[config.mk]
export PLATFORM = sky130hd
export DESIGN_NAME = fcfs_schedule_evaluator
export DESIGN_NICKNAME = d
export VERILOG_FILES = /design/src/hw/rtl/fse_pkg.sv /design/src/hw/rtl/fse_cell.sv /design/src/hw/rtl/fse_eval.sv /design/src/hw/rtl/fcfs_schedule_evaluator.sv
export SDC_FILE = /design/constraint.sdc
export NUM_CORES = 2
export LEC_CHECK = 0
export BUFFER_PORTS_ARGS = -buffer_cell sky130_fd_sc_hd__buf_2
export CORE_MARGIN = 8
export CORE_UTILIZATION = 60
export CTS_CLUSTER_SIZE = 40
export DETAILED_ROUTE_END_ITERATION = 8
export PLACE_DENSITY = 0.77
export SYNTH_ARGS = -nofsm -noshare
export SYNTH_HDL_FRONTEND = slang
export SYNTH_SLANG_ARGS = --single-unit
[constraint.sdc]
create_clock -name clk_i -period 16.2 [get_ports clk_i]
set_input_delay 3.24 -clock clk_i [delete_from_list [all_inputs] [get_ports clk_i]]
set_output_delay 3.24 -clock clk_i [all_outputs]
set_load 0.01 [all_outputs]
[src/hw/rtl/fse_pkg.sv]
`default_nettype none
package fse_pkg;

  localparam int unsigned TAG_W      = 4;
  localparam int unsigned T_IN_W     = 16;
  localparam int unsigned TIME_W     = 21;
  localparam int unsigned MAX_JOBS_D = 16;

  localparam logic [TIME_W-1:0] TIME_MAX = {TIME_W{1'b1}};

  typedef struct packed {
    logic              valid;
    logic [TAG_W-1:0]  tag;
    logic [T_IN_W-1:0] arrival;
    logic [T_IN_W-1:0] service;
    logic [T_IN_W-1:0] deadline;
  } job_t;

  typedef struct packed {
    logic insert;
    logic shift;
  } cell_ctrl_t;

  typedef enum logic {
    FSE_LOAD,
    FSE_DRAIN
  } fse_state_e;

endpackage
`default_nettype wire

[src/hw/rtl/fse_cell.sv]
`default_nettype none
module fse_cell (
  input  wire                 clk_i,
  input  wire                 rst_ni,
  input  fse_pkg::cell_ctrl_t ctrl_i,
  input  fse_pkg::job_t       new_job_i,
  input  fse_pkg::job_t       prev_job_i,
  input  wire                 prev_after_i,
  input  fse_pkg::job_t       next_job_i,
  output fse_pkg::job_t       job_o,
  output logic                after_o
);

  logic                       valid_q;
  logic [fse_pkg::TAG_W-1:0]  tag_q;
  logic [fse_pkg::T_IN_W-1:0] arrival_q;
  logic [fse_pkg::T_IN_W-1:0] service_q;
  logic [fse_pkg::T_IN_W-1:0] deadline_q;
  fse_pkg::job_t              job_q, job_d;

  assign job_q = '{valid: valid_q, tag: tag_q, arrival: arrival_q,
                   service: service_q, deadline: deadline_q};

  // Stored job stays ahead of the incoming one when it arrived no later.
  assign after_o = job_q.valid && (job_q.arrival <= new_job_i.arrival);
  assign job_o   = job_q;

  always_comb begin
    job_d = job_q;
    priority if (ctrl_i.shift) begin
      job_d = next_job_i;
    end else if (ctrl_i.insert) begin
      priority if (after_o) begin
        job_d = job_q;
      end else if (prev_after_i) begin
        job_d = new_job_i;
      end else begin
        job_d = prev_job_i;
      end
    end
  end

  always_ff @(posedge clk_i or negedge rst_ni) begin
    if (!rst_ni) begin
      valid_q <= 1'b0;
    end else begin
      valid_q <= job_d.valid;
    end
  end

  always_ff @(posedge clk_i) begin
    tag_q      <= job_d.tag;
    arrival_q  <= job_d.arrival;
    service_q  <= job_d.service;
    deadline_q <= job_d.deadline;
  end

endmodule
`default_nettype wire

[src/hw/rtl/fse_eval.sv]
`default_nettype none
module fse_eval (
  input  wire                              clk_i,
  input  wire                              rst_ni,
  input  wire                              pop_i,
  input  fse_pkg::job_t                    head_i,
  input  wire                              last_i,
  input  wire                              ovf_i,
  input  wire                              out_stall_i,
  output logic                             can_pop_o,
  output logic                             out_valid_o,
  output logic [fse_pkg::TAG_W-1:0]        out_tag_o,
  output logic [fse_pkg::TIME_W-1:0]       waiting_time_o,
  output logic [fse_pkg::TIME_W-1:0]       turnaround_time_o,
  output logic                             deadline_met_o,
  output logic                             overflow_o,
  output logic                             last_result_o
);

  logic                        valid_q, valid_d;
  logic [fse_pkg::TIME_W-1:0]  clock_q, clock_d;
  logic [fse_pkg::TIME_W-1:0]  arr_ext, start, finish, wait_t, turn_t;
  logic [fse_pkg::TIME_W:0]    sum;
  logic [fse_pkg::TAG_W-1:0]   tag_q;
  logic [fse_pkg::TIME_W-1:0]  wait_q, turn_q;
  logic                        met_q, ovf_q, last_q;

  assign can_pop_o = !valid_q || !out_stall_i;

  always_comb begin
    arr_ext = fse_pkg::TIME_W'(head_i.arrival);
    // Idle processor: start no earlier than arrival.
    start   = (clock_q > arr_ext) ? clock_q : arr_ext;
    sum     = {1'b0, start} + (fse_pkg::TIME_W + 1)'(head_i.service);
    finish  = (sum > {1'b0, fse_pkg::TIME_MAX}) ? fse_pkg::TIME_MAX
                                                : sum[fse_pkg::TIME_W-1:0];
    wait_t  = start - arr_ext;
    turn_t  = finish - arr_ext;

    valid_d = valid_q && out_stall_i;
    clock_d = clock_q;
    if (pop_i) begin
      valid_d = 1'b1;
      // Clear the clock at the end of the run.
      clock_d = last_i ? '0 : finish;
    end
  end

  always_ff @(posedge clk_i or negedge rst_ni) begin
    if (!rst_ni) begin
      valid_q <= 1'b0;
      clock_q <= '0;
    end else begin
      valid_q <= valid_d;
      clock_q <= clock_d;
    end
  end

  always_ff @(posedge clk_i) begin
    if (pop_i) begin
      tag_q  <= head_i.tag;
      wait_q <= wait_t;
      turn_q <= turn_t;
      met_q  <= turn_t <= fse_pkg::TIME_W'(head_i.deadline);
      ovf_q  <= ovf_i;
      last_q <= last_i;
    end
  end

  assign out_valid_o       = valid_q;
  assign out_tag_o         = tag_q;
  assign waiting_time_o    = wait_q;
  assign turnaround_time_o = turn_q;
  assign deadline_met_o    = met_q;
  assign overflow_o        = ovf_q;
  assign last_result_o     = last_q;

endmodule
`default_nettype wire

[src/hw/rtl/fcfs_schedule_evaluator.sv]
`default_nettype none
// FCFS schedule evaluator. Jobs enter on the input channel one per cycle and
// are placed in arrival order (equal arrivals keep load order) in a chain of
// MAX_JOBS cells; a job beyond capacity is dropped and flags overflow for the
// run. The job marked final_job (stored itself if room remains) starts the
// run: the chain then shifts one job per cycle, while the output is not
// stalled, into the scheduling stage, which emits one result per job in run
// order. The input channel stalls during the drain. Times saturate at 2097151.
module fcfs_schedule_evaluator #(
  parameter int unsigned MAX_JOBS = fse_pkg::MAX_JOBS_D
) (
  input  wire                          clk_i,
  input  wire                          rst_ni,
  input  wire                          in_valid_i,
  output logic                         in_stall_o,
  input  wire  [fse_pkg::TAG_W-1:0]    job_tag_i,
  input  wire  [fse_pkg::T_IN_W-1:0]   arrival_time_i,
  input  wire  [fse_pkg::T_IN_W-1:0]   service_time_i,
  input  wire  [fse_pkg::T_IN_W-1:0]   deadline_i,
  input  wire                          final_job_i,
  output logic                         out_valid_o,
  input  wire                          out_stall_i,
  output logic [fse_pkg::TAG_W-1:0]    out_tag_o,
  output logic [fse_pkg::TIME_W-1:0]   waiting_time_o,
  output logic [fse_pkg::TIME_W-1:0]   turnaround_time_o,
  output logic                         deadline_met_o,
  output logic                         overflow_o,
  output logic                         last_result_o
);

  fse_pkg::fse_state_e state_q, state_d;
  logic                ovf_q, ovf_d;
  logic                run_ovf_q, run_ovf_d;
  logic                accept, full, pop, can_pop;
  fse_pkg::cell_ctrl_t ctrl;
  fse_pkg::job_t       new_job;
  fse_pkg::job_t       cells [MAX_JOBS];
  fse_pkg::job_t       prevs [MAX_JOBS];
  fse_pkg::job_t       nexts [MAX_JOBS];
  logic                after [MAX_JOBS];
  logic                prev_after [MAX_JOBS];

  assign new_job = '{valid: 1'b1, tag: job_tag_i, arrival: arrival_time_i,
                     service: service_time_i, deadline: deadline_i};

  assign in_stall_o = (state_q == fse_pkg::FSE_DRAIN);
  assign accept     = in_valid_i && !in_stall_o;
  assign full       = cells[MAX_JOBS-1].valid;
  assign pop        = (state_q == fse_pkg::FSE_DRAIN) && can_pop;
  assign ctrl       = '{insert: accept && !full, shift: pop};

  for (genvar i = 0; i < MAX_JOBS; i++) begin : g_cell
    if (i == 0) begin : g_first
      assign prevs[i]      = '0;
      assign prev_after[i] = 1'b1;
    end else begin : g_mid
      assign prevs[i]      = cells[i-1];
      assign prev_after[i] = after[i-1];
    end
    if (i == MAX_JOBS - 1) begin : g_end
      assign nexts[i] = '0;
    end else begin : g_next
      assign nexts[i] = cells[i+1];
    end

    fse_cell u_cell (
      .clk_i        (clk_i),
      .rst_ni       (rst_ni),
      .ctrl_i       (ctrl),
      .new_job_i    (new_job),
      .prev_job_i   (prevs[i]),
      .prev_after_i (prev_after[i]),
      .next_job_i   (nexts[i]),
      .job_o        (cells[i]),
      .after_o      (after[i])
    );
  end

  always_comb begin
    state_d   = state_q;
    ovf_d     = ovf_q;
    run_ovf_d = run_ovf_q;
    unique case (state_q)
      fse_pkg::FSE_LOAD: begin
        if (accept) begin
          if (final_job_i) begin
            run_ovf_d = ovf_q || full;
            ovf_d     = 1'b0;
            state_d   = fse_pkg::FSE_DRAIN;
          end else if (full) begin
            ovf_d = 1'b1;
          end
        end
      end
      fse_pkg::FSE_DRAIN: begin
        // Leave once the last stored job has moved to the output.
        if (pop && !nexts[0].valid) begin
          state_d = fse_pkg::FSE_LOAD;
        end
      end
      default: state_d = fse_pkg::FSE_LOAD;
    endcase
  end

  always_ff @(posedge clk_i or negedge rst_ni) begin
    if (!rst_ni) begin
      state_q   <= fse_pkg::FSE_LOAD;
      ovf_q     <= 1'b0;
      run_ovf_q <= 1'b0;
    end else begin
      state_q   <= state_d;
      ovf_q     <= ovf_d;
      run_ovf_q <= run_ovf_d;
    end
  end

  fse_eval u_eval (
    .clk_i             (clk_i),
    .rst_ni            (rst_ni),
    .pop_i             (pop),
    .head_i            (cells[0]),
    .last_i            (!nexts[0].valid),
    .ovf_i             (run_ovf_q),
    .out_stall_i       (out_stall_i),
    .can_pop_o         (can_pop),
    .out_valid_o       (out_valid_o),
    .out_tag_o         (out_tag_o),
    .waiting_time_o    (waiting_time_o),
    .turnaround_time_o (turnaround_time_o),
    .deadline_met_o    (deadline_met_o),
    .overflow_o        (overflow_o),
    .last_result_o     (last_result_o)
  );

endmodule
`default_nettype wire

==> metrics.md <==
| Metric | Value |
|---|---|
| Sink Count | `922` |
| Post-DP HPWL | `116,000 um` |
| CTS tree | `yes` |
| IO Pins | `108` |
| Synth Net Count | `6,242` |
| Initial Util | `60.4%` |
| Seq/Total Area, Yosys | `48.0%` |
| Setup CP Type | `register to register` |
| Max Slew Vio Count | `0` |
| Distinct cells, synth | `68` |
| Design area | `60,800 um2` |
| Endpoints failing setup | `0` |
| Worst-Margin Slew | `1.27 ns` |
| Area growth, synth to finish | `8.25%` |
| Row count | `112` |
| Reg-to-reg slack, setup | `7.70 ns` |
| Crit. End Element | `register` |
| Gate Count Post-Synth | `5,860` |
| Dpl ws | `7.76 ns` |
| Vias per inst | `6.92` |
| Most frequent cells in the layout | `nand2_1 (871), edfxtp_1 (829), nor2_1 (538)` |
| Max_cap viols | `0` |
| Worst Path Required | `16.70 ns` |
| Post-CTS setup repair buffer count | `0` |
| Slew HR | `15.4%` |
| Final Critical Period | `8.50 ns` |
| Gpl congestion | `0.943` |
| CTS max path bufs | `3` |
| Top delay family on crit path | `compound AO/OA/AOI/OAI gates` |
| CTS Hold Buffers Added | `0` |
| CP Buf/Inv Count | `3` |
| Initial antenna violation count | `18` |
| Initial DRT Pass Iterations | `9` |
| RSZ-0062 raised after global routing | `no` |
| Wire per inst | `26.9 um` |
| Die Y | `322 um` |
| H-tree depth | `3` |
| Gr ovfl total | `0` |
| WP data arrival | `9.01 ns` |
| Ys async rst share | `4.45%` |
| Most common cell after layout, fill and taps aside | `nand2_1` |
| Vias in the first global route | `46.7k` |
| Syn Area/Cell | `9.59 um2` |
| CTS clk-pin slew, worst paths | `0.06 ns` |
| Top_reg_cell synth | `edfxtp_1` |
| Worst skew pair latency | `0.71 ns` |
| Synth top area share | `44.3%` |
| Post-CTS sizing | `0` |
| Synth Warn # | `0` |
| Largest net degree at the start of global routing | `245` |
| Final worst setup slack | `7.70 ns` |
| Total routed wirelength | `189,000 um` |
| First-iteration detailed-routing DRC count | `7,011` |
| Fin Setup TNS | `0 ns` |
| Cts bufs inserted | `101` |
| Max incr delay on CP | `0.47 ns` |
| F_max | `118 MHz` |
| Post-synth EDFFs | `829` |
| Worst Skew | `0.0581 ns` |
| Die width | `322 um` |
| Total GRT Usage | `35.2%` |
| DIE AREA | `104,000 um2` |
| Final hold vios | `0` |
| Vias | `48.6k` |
| Startpoint types | `register` |
| Worst Hold Class | `register to register` |
| Core Region | `93,000 um2` |
| Final net count | `6,056` |
| Slowest cell on the critical path | `edfxtp_1` |
| Max Fanout on Critical Path | `12` |
| Number of port buffers | `107` |
| Area post-placement | `57,500 um2` |
| CP dominant cell by count | `nor2_1` |
| Synthesized area | `56,200 um2` |
| Share of post-route cells with drive strength above 1 | `7.50%` |
| Most area-hungry cell type in the Yosys netlist | `edfxtp_1` |
| Routed Antenna Nets | `0` |
| Final routed DRC violation total | `0` |
| Global-route wire length before repair | `283,000 um` |
| CTS root buf | `clkbuf_16` |
| Status | `complete, no violations` |
| Synth Register Bits | `922` |
| Final period util | `52.5%` |
| Area contributors post-synth | `edfxtp_1 (44%), ha_1 (7.2%), mux2i_1 (6.8%)` |
==> Yosys cell counts, types with 8 or more instances <==
master    count
dfxtp_1      52
nor2_1      540
buf_2        39
buf_1        13
nor2b_1      26
or2_2        11
clkbuf_1    437
o31ai_1      25
a21oi_1     259
a21o_1       76
ha_1        322
a22o_1       16
a31oi_1       9
edfxtp_1    829
o211ai_1    257
dfrtp_1      41
nand4_1      38
o21ai_1       9
xnor2_1      28
nor3_1      191
mux2i_1     383
nand2b_1     21
o21bai_1      8
a211oi_1    327
o221ai_1      8
a211o_1      23
xor2_1       14
o21a_1       34
nand2_1     891
nor4_1        8
o21ai_0     457
nand3_1     310
inv_1        76
==> registers in the layout, indices dropped and copies added, names as in the netlist, 4 cells and up <==
name	count
u_eval.clock_q	21
g_cell.u_cell.service_q	256
g_cell.u_cell.arrival_q	256
u_eval.turnaround_time_o	21
u_eval.waiting_time_o	21
g_cell.u_cell.valid_q	16
u_eval.out_tag_o	4
g_cell.u_cell.deadline_q	256
g_cell.u_cell.tag_q	64
==> layout make-up <==
| class | count | area [um2] |
|---|---|---|
| clock buffer | 146 | 2940 |
| antenna | 13 | 32.5 |
| timing repair buffer | 203 | 1280 |
| fill | 7302 | 32200 |
| inverter | 77 | 297 |
| clock inverter | 40 | 417 |
| tap | 1254 | 1570 |
| sequential | 922 | 27000 |
| multi-input combinational | 4369 | 27300 |
==> per-layer routing <==
layer,global-route usage [%],part of all wire (%)
met2,53.1,43
met3,10.5,14
met1,47.0,38
met5,0,0.031
met4,15.8,5.0
==> kinds of logic (layout without fill, tap and decap cells) <==
| group | Yosys count | in the layout | synth area share, % |
|---|---|---|---|
| buf+inv | 569 | 466 | 3.91 |
| fa+ha+maj | 325 | 325 | 7.28 |
| xor+xnor | 43 | 43 | 0.683 |
| simple gates | 2067 | 2067 | 15.6 |
| other cells | 0 | 13 | 0 |
| compound gates | 1549 | 1549 | 17.7 |
| mux | 385 | 385 | 6.86 |
| flops | 922 | 922 | 48.0 |
==> final timing paths <==
path	start	endpoint	cells after the start
worst max-delay path	g_cell[0].u_cell.arrival_q[1]$_DFFE_PP_	u_eval.deadline_met_o$_DFFE_PP_	39
worst min-delay path	run_ovf_q$_DFFE_PN0P_	u_eval.overflow_o$_DFFE_PP_	0
worst max register to register	g_cell[0].u_cell.arrival_q[1]$_DFFE_PP_	u_eval.deadline_met_o$_DFFE_PP_	39
worst min register to register	run_ovf_q$_DFFE_PN0P_	u_eval.overflow_o$_DFFE_PP_	0
max in group asynchronous	rst_ni	g_cell[7].u_cell.valid_q$_DFFE_PN0P_	2
min in group asynchronous	rst_ni	g_cell[3].u_cell.valid_q$_DFFE_PN0P_	2
==> metrics by stage <==
stage                     hold WS [ns]  utilization (%)  instances
final                            0.448             65.4       7024
after global routing             0.461             65.4       7017
after CTS                        0.449             65.4       7011
after detailed placement         0.439             61.7       6825
after global placement           0.431             61.7       6825
after floorplan                  0.425                -       5860
Power is not shown: default switching activity piles up to over one toggle a cycle in this logic, so the estimate is an artifact.
